File: src/hw/rtl/mdw_pkg.sv
`timescale 1ns / 1ps
`default_nettype none
// ----------------------------------------------------------------------------
// mdw_pkg: shared definitions of the multi-slot deadline watchdog
// sizes, operation/event/status codes, controller states and the
// command/status bundles between controller and datapath
// ----------------------------------------------------------------------------
package mdw_pkg;

    localparam int SLOTS      = 16;
    localparam int SLOT_BITS  = $clog2(SLOTS);
    localparam int COUNT_BITS = $clog2(SLOTS + 1);
    localparam int TIME_BITS  = 48;

    // operation codes carried in s_tuser
    localparam logic [2:0] OP_ALLOC   = 3'd0;
    localparam logic [2:0] OP_RELEASE = 3'd1;
    localparam logic [2:0] OP_ARM     = 3'd2;
    localparam logic [2:0] OP_CONFIRM = 3'd3;
    localparam logic [2:0] OP_TICK    = 3'd4;

    // event codes
    localparam logic [2:0] EV_GRANT   = 3'd0;
    localparam logic [2:0] EV_RELEASE = 3'd1;
    localparam logic [2:0] EV_ARM     = 3'd2;
    localparam logic [2:0] EV_ONTIME  = 3'd3;
    localparam logic [2:0] EV_LATE    = 3'd4;
    localparam logic [2:0] EV_EXPIRED = 3'd5;

    // status codes
    localparam logic [1:0] ST_OK     = 2'd0;
    localparam logic [1:0] ST_NOFREE = 2'd1;
    localparam logic [1:0] ST_UNUSED = 2'd2;
    localparam logic [1:0] ST_NONE   = 2'd3;

    typedef enum logic [1:0] {
        S_IDLE,
        S_EXEC,
        S_SCAN,
        S_FLUSH
    } state_t;

    // controller to datapath
    typedef struct packed {
        logic load;       // latch accepted word, start memory read
        logic exec;       // finish a single-result operation
        logic scan_step;  // check current scan slot and advance
        logic flush;      // emit final result of a tick scan
    } cmd_t;

    // datapath to controller (and checks)
    typedef struct packed {
        logic [2:0]            op;
        logic                  out_free;
        logic                  scan_hit;
        logic                  scan_last;
        logic                  hold_valid;
        logic [COUNT_BITS-1:0] free_count;
        logic [SLOTS-1:0]      in_use;
        logic [SLOTS-1:0]      armed;
    } stat_t;

endpackage
`default_nettype wire

File: src/hw/rtl/multi_slot_deadline_watchdog_core.sv
`timescale 1ns / 1ps
`default_nettype none
// ----------------------------------------------------------------------------
// multi_slot_deadline_watchdog_core: multi-slot deadline watchdog
// slots from a fifo free list, armed with deadlines, confirmed or expired
// by a tick scan over all slots
// ----------------------------------------------------------------------------
//  channel  dir  tdata                                tuser                 tlast
//  s_       in   slot[3:0] timeout[51:4] now[99:52]   opcode[2:0]           -
//  m_       out  result_slot[3:0] lateness[51:4]      event_res[2:0] status[4:3]  last
//
//  allocate, release, arm and confirm are accepted, then executed
//  a tick is accepted, then steps through the slots via the deadline memory
//  read port and ends with a final flush; output stalls hold the scan
//  one word is in work at a time; the output register lets the next word
//  be accepted while a result waits; a full output stalls execution
//  reset (synchronous, active low) fills the free list with 0 to SLOTS-1
// ----------------------------------------------------------------------------
module multi_slot_deadline_watchdog_core (
    input  wire logic         aclk,
    input  wire logic         aresetn,
    input  wire logic         s_tvalid,
    output logic              s_tready,
    input  wire logic [103:0] s_tdata,   // slot, timeout, now
    input  wire logic [2:0]   s_tuser,   // opcode
    output logic              m_tvalid,
    input  wire logic         m_tready,
    output logic [55:0]       m_tdata,   // result_slot, lateness
    output logic [4:0]        m_tuser,   // event_res, status
    output logic              m_tlast
);

    mdw_pkg::cmd_t   cmd;
    mdw_pkg::stat_t  stat;
    mdw_pkg::state_t state;

    mdw_ctrl u_ctrl (
        .aclk     (aclk),
        .aresetn  (aresetn),
        .s_tvalid (s_tvalid),
        .s_op     (s_tuser),
        .s_tready (s_tready),
        .stat     (stat),
        .cmd      (cmd),
        .state    (state)
    );

    mdw_datapath u_dp (
        .aclk     (aclk),
        .aresetn  (aresetn),
        .cmd      (cmd),
        .s_op     (s_tuser),
        .s_tdata  (s_tdata),
        .m_tvalid (m_tvalid),
        .m_tready (m_tready),
        .m_tdata  (m_tdata),
        .m_tuser  (m_tuser),
        .m_tlast  (m_tlast),
        .stat     (stat)
    );

    // every slot is either in use or on the free list
    a_slot_conservation: assert property (@(posedge aclk) disable iff (!aresetn)
        ($countones(stat.in_use) + int'(stat.free_count)) == mdw_pkg::SLOTS)
        else $error("slot count mismatch");

    // only slots in use can be armed
    a_armed_in_use: assert property (@(posedge aclk) disable iff (!aresetn)
        (stat.armed & ~stat.in_use) == '0)
        else $error("armed slot not in use");

    // single-result operations end with a last word
    a_exec_last: assert property (@(posedge aclk) disable iff (!aresetn)
        (cmd.exec && ((stat.op == mdw_pkg::OP_ALLOC) || (stat.op == mdw_pkg::OP_RELEASE)
            || (stat.op == mdw_pkg::OP_ARM) || (stat.op == mdw_pkg::OP_CONFIRM)))
        |=> (m_tvalid && m_tlast))
        else $error("exec without last result");

    // a finished scan always delivers a last word and returns to idle
    a_flush_last: assert property (@(posedge aclk) disable iff (!aresetn)
        cmd.flush |=> (m_tvalid && m_tlast && (state == mdw_pkg::S_IDLE)))
        else $error("scan flush without last result");

endmodule
`default_nettype wire

File: src/hw/rtl/mdw_ctrl.sv
`timescale 1ns / 1ps
`default_nettype none
// ----------------------------------------------------------------------------
// mdw_ctrl: watchdog sequencer
// accepts one word at a time, runs single-result operations in one step and
// walks the slots one per cycle, unless the output stalls it, for a tick scan
// ----------------------------------------------------------------------------
module mdw_ctrl (
    input  wire logic           aclk,
    input  wire logic           aresetn,
    input  wire logic           s_tvalid,
    input  wire logic [2:0]     s_op,
    output logic                s_tready,
    input  wire mdw_pkg::stat_t stat,
    output mdw_pkg::cmd_t       cmd,
    output mdw_pkg::state_t     state
);

    mdw_pkg::state_t state_reg;
    mdw_pkg::state_t state_next;
    logic            accept;
    logic            scan_stall;

    assign accept     = s_tvalid && (state_reg == mdw_pkg::S_IDLE);
    // a second expired slot needs the output register before it can be held
    assign scan_stall = stat.scan_hit && stat.hold_valid && !stat.out_free;

    // state register
    always_ff @(posedge aclk) begin
        if (!aresetn) begin
            state_reg <= mdw_pkg::S_IDLE;
        end else begin
            state_reg <= state_next;
        end
    end

    // next state
    always_comb begin
        state_next = state_reg;
        unique case (state_reg)
            mdw_pkg::S_IDLE: begin
                if (accept) begin
                    if (s_op == mdw_pkg::OP_TICK) begin
                        state_next = mdw_pkg::S_SCAN;
                    end else if (s_op < mdw_pkg::OP_TICK) begin
                        state_next = mdw_pkg::S_EXEC;
                    end
                end
            end
            mdw_pkg::S_EXEC: begin
                if (stat.out_free) begin
                    state_next = mdw_pkg::S_IDLE;
                end
            end
            mdw_pkg::S_SCAN: begin
                if (!scan_stall && stat.scan_last) begin
                    state_next = mdw_pkg::S_FLUSH;
                end
            end
            mdw_pkg::S_FLUSH: begin
                if (stat.out_free) begin
                    state_next = mdw_pkg::S_IDLE;
                end
            end
            default: state_next = mdw_pkg::S_IDLE;
        endcase
    end

    // outputs
    always_comb begin
        s_tready = 1'b0;
        cmd      = '0;
        unique case (state_reg)
            mdw_pkg::S_IDLE: begin
                s_tready = 1'b1;
                cmd.load = accept;
            end
            mdw_pkg::S_EXEC:  cmd.exec      = stat.out_free;
            mdw_pkg::S_SCAN:  cmd.scan_step = !scan_stall;
            mdw_pkg::S_FLUSH: cmd.flush     = stat.out_free;
            default: ;
        endcase
    end

    assign state = state_reg;

endmodule
`default_nettype wire

File: src/hw/rtl/mdw_datapath.sv
`timescale 1ns / 1ps
`default_nettype none
// ----------------------------------------------------------------------------
// mdw_datapath: watchdog storage and arithmetic
// deadline memory with armed bits, in-use bits, free slot fifo, scan hold
// register and the output register
// ----------------------------------------------------------------------------
module mdw_datapath (
    input  wire logic                          aclk,
    input  wire logic                          aresetn,
    input  wire mdw_pkg::cmd_t                 cmd,
    input  wire logic [2:0]                    s_op,
    input  wire logic [103:0]                  s_tdata,
    output logic                               m_tvalid,
    input  wire logic                          m_tready,
    output logic [55:0]                        m_tdata,
    output logic [4:0]                         m_tuser,
    output logic                               m_tlast,
    output mdw_pkg::stat_t                     stat
);

    localparam int SB = mdw_pkg::SLOT_BITS;
    localparam int TB = mdw_pkg::TIME_BITS;
    localparam int CB = mdw_pkg::COUNT_BITS;
    localparam int NS = mdw_pkg::SLOTS;

    // input word fields
    logic [SB-1:0] in_slot;
    logic [TB-1:0] in_timeout;
    logic [TB-1:0] in_now;
    assign in_slot    = s_tdata[SB-1:0];
    assign in_timeout = s_tdata[4 +: TB];
    assign in_now     = s_tdata[4 + TB +: TB];

    // latched item
    logic [2:0]    op_reg;
    logic [SB-1:0] slot_reg;
    logic [TB-1:0] timeout_reg;
    logic [TB-1:0] now_reg;

    // deadline memory
    logic [TB-1:0] mem [NS];
    logic [TB-1:0] rd_data_reg;
    logic [SB-1:0] rd_addr;
    logic          rd_en;
    logic          mem_we;
    logic [TB-1:0] mem_wdata;

    // control state
    logic [NS-1:0] in_use_reg,  in_use_next;
    logic [NS-1:0] armed_reg,   armed_next;
    logic [SB-1:0] fifo_reg [NS];
    logic [SB-1:0] fifo_next [NS];
    logic [SB-1:0] head_reg,    head_next;
    logic [SB-1:0] tail_reg,    tail_next;
    logic [CB-1:0] count_reg,   count_next;
    logic [SB-1:0] scan_idx_reg, scan_idx_next;
    logic          hold_valid_reg, hold_valid_next;
    logic [SB-1:0] hold_slot_reg, hold_slot_next;
    logic [TB-1:0] hold_late_reg, hold_late_next;
    logic          m_tvalid_reg, m_tvalid_next;

    // output payload
    logic [2:0]    ev_reg;
    logic [1:0]    st_reg;
    logic [SB-1:0] rslot_reg;
    logic [TB-1:0] late_reg;
    logic          last_reg;

    // result push
    logic          push;
    logic [2:0]    push_ev;
    logic [1:0]    push_st;
    logic [SB-1:0] push_slot;
    logic [TB-1:0] push_late;
    logic          push_last;

    // arithmetic
    logic [TB:0]   arm_sum;
    logic [TB-1:0] arm_deadline;
    logic          past_due;
    logic [TB-1:0] over_time;
    logic          slot_valid;
    logic          scan_last;
    logic          scan_hit;
    logic          out_free;

    assign out_free  = !m_tvalid_reg || m_tready;
    assign scan_last = (scan_idx_reg == SB'(NS - 1));

    // deadline sum saturates; a zero result is stored as one
    assign arm_sum = {1'b0, now_reg} + {1'b0, timeout_reg};
    always_comb begin
        arm_deadline = arm_sum[TB] ? {TB{1'b1}} : arm_sum[TB-1:0];
        if (arm_deadline == '0) begin
            arm_deadline = TB'(1);
        end
    end

    // compare against the registered deadline read
    assign past_due   = (now_reg > rd_data_reg);
    assign over_time  = now_reg - rd_data_reg;
    assign slot_valid = in_use_reg[slot_reg];
    assign scan_hit   = in_use_reg[scan_idx_reg] && armed_reg[scan_idx_reg] && past_due;

    // memory read address: addressed slot on accept, first slot for a tick,
    // next slot while scanning
    always_comb begin
        if (cmd.load) begin
            rd_addr = (s_op == mdw_pkg::OP_TICK) ? '0 : in_slot;
        end else begin
            rd_addr = scan_idx_reg + SB'(1);
        end
    end
    assign rd_en = cmd.load || (cmd.scan_step && !scan_last);

    // memory
    always_ff @(posedge aclk) begin
        if (mem_we) begin
            mem[slot_reg] <= mem_wdata;
        end
        if (rd_en) begin
            rd_data_reg <= mem[rd_addr];
        end
    end

    // item latch
    always_ff @(posedge aclk) begin
        if (cmd.load) begin
            op_reg      <= s_op;
            slot_reg    <= in_slot;
            timeout_reg <= in_timeout;
            now_reg     <= in_now;
        end
    end

    // operation and scan logic
    always_comb begin
        in_use_next     = in_use_reg;
        armed_next      = armed_reg;
        fifo_next       = fifo_reg;
        head_next       = head_reg;
        tail_next       = tail_reg;
        count_next      = count_reg;
        scan_idx_next   = scan_idx_reg;
        hold_valid_next = hold_valid_reg;
        hold_slot_next  = hold_slot_reg;
        hold_late_next  = hold_late_reg;
        mem_we          = 1'b0;
        mem_wdata       = arm_deadline;
        push            = 1'b0;
        push_ev         = mdw_pkg::EV_GRANT;
        push_st         = mdw_pkg::ST_OK;
        push_slot       = slot_reg;
        push_late       = '0;
        push_last       = 1'b1;

        // tick start
        if (cmd.load && (s_op == mdw_pkg::OP_TICK)) begin
            scan_idx_next   = '0;
            hold_valid_next = 1'b0;
        end

        // single-result operations
        if (cmd.exec) begin
            push = 1'b1;
            unique case (op_reg)
                mdw_pkg::OP_ALLOC: begin
                    push_ev = mdw_pkg::EV_GRANT;
                    if (count_reg == '0) begin
                        push_st   = mdw_pkg::ST_NOFREE;
                        push_slot = '0;
                    end else begin
                        push_slot                     = fifo_reg[head_reg];
                        in_use_next[fifo_reg[head_reg]] = 1'b1;
                        armed_next[fifo_reg[head_reg]]  = 1'b0;
                        head_next  = (head_reg == SB'(NS - 1)) ? '0 : head_reg + SB'(1);
                        count_next = count_reg - CB'(1);
                    end
                end
                mdw_pkg::OP_RELEASE: begin
                    push_ev = mdw_pkg::EV_RELEASE;
                    if (!slot_valid) begin
                        push_st = mdw_pkg::ST_UNUSED;
                    end else begin
                        armed_next[slot_reg]  = 1'b0;
                        in_use_next[slot_reg] = 1'b0;
                        fifo_next[tail_reg]   = slot_reg;
                        tail_next  = (tail_reg == SB'(NS - 1)) ? '0 : tail_reg + SB'(1);
                        count_next = count_reg + CB'(1);
                    end
                end
                mdw_pkg::OP_ARM: begin
                    push_ev = mdw_pkg::EV_ARM;
                    if (!slot_valid) begin
                        push_st = mdw_pkg::ST_UNUSED;
                    end else begin
                        mem_we               = 1'b1;
                        armed_next[slot_reg] = 1'b1;
                    end
                end
                mdw_pkg::OP_CONFIRM: begin
                    push_ev = mdw_pkg::EV_ONTIME;
                    if (!slot_valid) begin
                        push_st = mdw_pkg::ST_UNUSED;
                    end else begin
                        if (armed_reg[slot_reg] && past_due) begin
                            push_ev   = mdw_pkg::EV_LATE;
                            push_late = over_time;
                        end
                        armed_next[slot_reg] = 1'b0;
                    end
                end
                default: push = 1'b0;
            endcase
        end

        // scan: an expired slot is held until the next one shows up or the
        // scan ends, so the final result can carry last
        if (cmd.scan_step) begin
            if (scan_hit) begin
                if (hold_valid_reg) begin
                    push      = 1'b1;
                    push_ev   = mdw_pkg::EV_EXPIRED;
                    push_slot = hold_slot_reg;
                    push_late = hold_late_reg;
                    push_last = 1'b0;
                end
                hold_valid_next          = 1'b1;
                hold_slot_next           = scan_idx_reg;
                hold_late_next           = over_time;
                armed_next[scan_idx_reg] = 1'b0;
            end
            if (!scan_last) begin
                scan_idx_next = scan_idx_reg + SB'(1);
            end
        end

        // end of scan
        if (cmd.flush) begin
            push    = 1'b1;
            push_ev = mdw_pkg::EV_EXPIRED;
            if (hold_valid_reg) begin
                push_slot = hold_slot_reg;
                push_late = hold_late_reg;
            end else begin
                push_st   = mdw_pkg::ST_NONE;
                push_slot = '0;
            end
            hold_valid_next = 1'b0;
        end
    end

    // output valid
    always_comb begin
        if (push) begin
            m_tvalid_next = 1'b1;
        end else if (m_tready) begin
            m_tvalid_next = 1'b0;
        end else begin
            m_tvalid_next = m_tvalid_reg;
        end
    end

    // control registers
    always_ff @(posedge aclk) begin
        if (!aresetn) begin
            in_use_reg     <= '0;
            armed_reg      <= '0;
            head_reg       <= '0;
            tail_reg       <= '0;
            count_reg      <= CB'(NS);
            scan_idx_reg   <= '0;
            hold_valid_reg <= 1'b0;
            m_tvalid_reg   <= 1'b0;
            for (int i = 0; i < NS; i++) begin
                fifo_reg[i] <= SB'(i);
            end
        end else begin
            in_use_reg     <= in_use_next;
            armed_reg      <= armed_next;
            fifo_reg       <= fifo_next;
            head_reg       <= head_next;
            tail_reg       <= tail_next;
            count_reg      <= count_next;
            scan_idx_reg   <= scan_idx_next;
            hold_valid_reg <= hold_valid_next;
            m_tvalid_reg   <= m_tvalid_next;
        end
    end

    // payload registers
    always_ff @(posedge aclk) begin
        hold_slot_reg <= hold_slot_next;
        hold_late_reg <= hold_late_next;
        if (push) begin
            ev_reg    <= push_ev;
            st_reg    <= push_st;
            rslot_reg <= push_slot;
            late_reg  <= push_late;
            last_reg  <= push_last;
        end
    end

    assign m_tvalid = m_tvalid_reg;
    assign m_tdata  = {4'b0, late_reg, rslot_reg};
    assign m_tuser  = {st_reg, ev_reg};
    assign m_tlast  = last_reg;

    assign stat.op         = op_reg;
    assign stat.out_free   = out_free;
    assign stat.scan_hit   = scan_hit;
    assign stat.scan_last  = scan_last;
    assign stat.hold_valid = hold_valid_reg;
    assign stat.free_count = count_reg;
    assign stat.in_use     = in_use_reg;
    assign stat.armed      = armed_reg;

endmodule
`default_nettype wire
File: config.mk
export PLATFORM = sky130hd
export DESIGN_NAME = multi_slot_deadline_watchdog_core
export DESIGN_NICKNAME = d
export VERILOG_FILES = /design/src/hw/rtl/mdw_pkg.sv /design/src/hw/rtl/multi_slot_deadline_watchdog_core.sv /design/src/hw/rtl/mdw_ctrl.sv /design/src/hw/rtl/mdw_datapath.sv
export SDC_FILE = /design/constraint.sdc
export NUM_CORES = 2
export LEC_CHECK = 0
export BUFFER_PORTS_ARGS = -buffer_cell sky130_fd_sc_hd__clkbuf_2
export CAP_MARGIN = 20
export CORE_ASPECT_RATIO = 0.5
export CORE_UTILIZATION = 40
export DETAILED_ROUTE_END_ITERATION = 12
export PLACE_DENSITY = 0.64
export SLEW_MARGIN = 20
export SYNTH_ARGS = -nofsm -noshare
export SYNTH_HDL_FRONTEND = slang
export SYNTH_SLANG_ARGS = --single-unit
File: constraint.sdc
create_clock -name aclk -period 13.7 [get_ports aclk]
set_input_delay 2.74 -clock aclk [delete_from_list [all_inputs] [get_ports aclk]]
set_output_delay 2.74 -clock aclk [all_outputs]
set_load 0.005 [all_outputs]
==> metrics.md <==
| Metric | Value |
|---|---|
| Status | complete, no violations |
| Number of setup violations in the final report | 0 |
| Final sum of negative setup slack | 0 ns |
| Final WL | 140000 um |
| Antenna Violating Nets Remaining | 0 |
| DRC violation count after routing | 0 |
| Psw | 2.16 mW |
| Cells after Synth | 4116 |
| Clock transition time at the flip-flop clock pins of the worst setup and hold paths | 0.07 ns |
| Share of power burned in combinational logic | 13.5% |
| Area of the core | 0.125 sq mm |
| Largest area contributor in the netlist | sky130_fd_sc_hd__edfxtp_1 |
| Max-slew violation count | 0 |
| Die W | 506 um |
| Number of hold buffers added after cts | 0 |
| Remaining Overflow, GRT | 0 |
| Starting density of the core | 40.8% |
| Global placement routability congestion | 0.923 |
| Worst endpoint data arrival time | 7.32 ns |
| WL/cell | 23.6 um |
| CP required | 14.20 ns |
| Peak supply drop | 0.114 mV |
| Net total in the final layout | 4406 |
| Die outline height | 254 um |
| Largest net degree at the start of global routing | 204 |
| Clock latency reported for the late side of the worst-skew pair | 0.73 ns |
| Synth area leaders | sky130_fd_sc_hd__edfxtp_1 (61%), sky130_fd_sc_hd__nand2_1 (5.9%), sky130_fd_sc_hd__dfxtp_1 (4.6%) |
| Number of antenna repair diodes | 0 |
| Yosys warns | 0 |
| Max Freq | 0.147 GHz |
| Distinct cell type count after synthesis | 87 |
| Synthesized area | 0.0508 sq mm |
| Post-synthesis register bit count | 1146 |
| Met2 wire len | 64200 um |
| Portion of total power attributed to the clock network | 36.9% |
| Share of flip-flops with an asynchronous set or reset | 0% |
| Maximum number of buffers from clock root to sink | 3 |
| Flip-flop count of the largest register after layout | 768 |
| Clock Tree Root | sky130_fd_sc_hd__clkbuf_16 |
| Layout-stage area growth over the synthesis result | 12.0% |
| Vias in the first global route | 32400 |
| Via count of the routed design | 34100 |
| Leading post-synthesis cells by instance count | sky130_fd_sc_hd__edfxtp_1 (1029), sky130_fd_sc_hd__nand2_1 (801), sky130_fd_sc_hd__a21oi_1 (225) |
| Part of the power in registers | 49.5% |
| Internal power | 6.01 mW |
| Cells along the critical path | clkbuf_2 -> nand2_1 -> inv_4 -> nor2_1 -> a21o_4 -> buf_4 -> buf_4 -> nand2_1 -> and3_1 -> a211oi_1 -> a31oi_1 -> a21oi_1 |
| Routed metal-1 wire length | 61900 um |
| Post-CTS repair timing setup buffer count | 0 |
| Gates resized, CTS repair | 0 |
| TritonCTS clock tree | done |
| Worst stage delay on the critical path | 0.99 ns |
| Number of flops mapped to enable cells by yosys | 1029 |
| Buffers added on ports | 166 |
| Sequential fraction of the synthesis area | 65.5% |
| Average via count per standard cell | 5.74 |
| Ratio of cells with drive above 1 in the final layout | 10.8% |
| Worst slew slack as a fraction of its limit | 17.1% |
| Die footprint | 0.128 sq mm |
| Leakage | 20.2 nW |
| Number of buffers inserted during clock tree synthesis | 105 |
| Post-layout minimum cycle time | 6.82 ns |
| Placement row count | 91 |
| Boundary pin count | 175 |
| Final Hold Violating Endpoints | 0 |
| Peak fanout along the critical path | 83 |
| Post-route fraction of the period consumed by the critical path | 49.7% |
| H-Tree Level Count | 3 |
| Critical Path End Type | register |
| Net switching fraction of the power | 26.4% |
| Worst Clk Skew | 0.0745 ns |
| Global-route usage over all layers | 21.4% |
| Highest-delay cell along the critical path | sky130_fd_sc_hd__buf_4 |
| Unrepaired setup endpoints after global routing | no |
| First-pass iteration count of the detailed router | 6 |
| Global-route wire length before repair | 207000 um |
| Category of the most critical setup path | primary input to register |
| Top FF cell, synth | sky130_fd_sc_hd__edfxtp_1 |
| Hold crit path type | register to register |
| Actual transition at the worst max-transition pin | 1.23 ns |
| DR top layer | met4 |
| Filler cell count in the final layout | 11100 |
| Synth top area share | 60.9% |
| Crit start category | primary input |
| Most frequent cell after synthesis | sky130_fd_sc_hd__edfxtp_1 |
| Initial antenna violation count | 4 |
| DRT iter0 DRCs | 3702 |
| Average instance area after synthesis | 12.3 sq um |
| Power density cells | 144 mW/mm^2 |
| Count of maximum capacitance violations | 0 |
| Final Util | 45.6% |
| Placed wire-length estimate | 82000 um |
| Sink count of the clock tree | 1146 |
| Length of routed met3 wiring | 11600 um |
critical path: cells and delay by family:
family	cells	cell delay (ns)
buffers and inverters	4	2.23
AO/OA/AOI/OAI	4	1.29
AND/OR/NAND/NOR	4	0.99
power by group through the flow:
stage	logic, mW	clock network [mW]	registers, mW
after floorplan	0.719	0	4.10
after detailed placement	1.08	0	4.12
after CTS	1.09	3.06	4.05
after global placement	1.06	0	4.12
after global routing	1.20	3.18	4.05
final	1.11	3.02	4.05
layout by cell type, fill, tap and decap left out, drive strengths merged, types with 16 or more instances in the layout:
cell,Yosys,routed
a31oi,128,128
dfxtp,117,117
nand3,197,197
nor3,17,17
nand2b,18,18
a21oi,228,228
ha,108,108
inv,90,92
buf,45,46
xor2,39,39
nor2b,36,36
and3,163,163
a21o,34,34
o31a,16,16
nand2,802,802
o21bai,27,27
a22o,52,52
or3,16,16
mux2i,117,117
edfxtp,1029,1029
mux4,31,31
clkinv,0,54
clkbuf,209,290
a21boi,37,37
a211oi,158,158
o21ai,105,105
xnor2,58,58
nor2,93,93
nand4,17,17
final timing paths:
| kind | depth (start not counted) | slack, ns | end | startpoint |
|---|---|---|---|---|
| worst max-delay path | 12 | 6.88 | u_dp.rd_data_reg[19]$_DFFE_PP_ | s_tvalid |
| worst min-delay path | 2 | 0.47 | u_dp.fifo_reg[25]$_SDFFE_PN0P_ | u_dp.fifo_reg[25]$_SDFFE_PN0P_ |
| worst max register to register | 14 | 7.97 | u_dp.late_reg[40]$_DFFE_PP_ | u_dp.rd_data_reg[0]$_DFFE_PP_ |
| worst min register to register | 2 | 0.47 | u_dp.fifo_reg[25]$_SDFFE_PN0P_ | u_dp.fifo_reg[25]$_SDFFE_PN0P_ |
per-stage QoR:
| step | hold slack, ns | worst slack (ns) | std cells | instance area [sq um] | total power, mW |
|---|---|---|---|---|---|
| finish | 0.468 | 6.88 | 5947 | 56900 | 8.17 |
| global route | 0.481 | 6.65 | 5947 | 56900 | 8.43 |
| CTS | 0.469 | 7.03 | 5947 | 56900 | 8.19 |
| detailed placement | 0.457 | 6.26 | 5751 | 53300 | 5.20 |
| global placement | 0.448 | 6.34 | 5751 | 53300 | 5.18 |
| floorplan | 0.430 | 6.57 | 4119 | 50800 | 4.82 |
layout make-up:
class                      instances  area [sq um]  area share, %
multi-input combinational       2629         16400           28.9
sequential                      1146         33200           58.5
timing repair buffer             212          1230           2.16
tap                             1674          2090           3.68
clock inverter                    72           776           1.36
inverter                          90           340          0.599
clock buffer                     124          2760           4.85
cell families after synthesis:
logic type	Yosys count	share of synthesized area (%)
simple gates	1411	12.6
flops	1146	65.5
compound gates	857	11.1
buf+inv	344	2.61
mux	149	3.70
fa+ha+maj	111	2.78
xor+xnor	97	1.67
other cells	1	0.00739
metal layers:
metal	global-route usage, %	up-vias
met4	5.49	0
met2	33.9	1398
li1	-	15500
met5	0	-
met3	3.28	182
met1	30.8	17100
(Power assumes the default switching activity.)
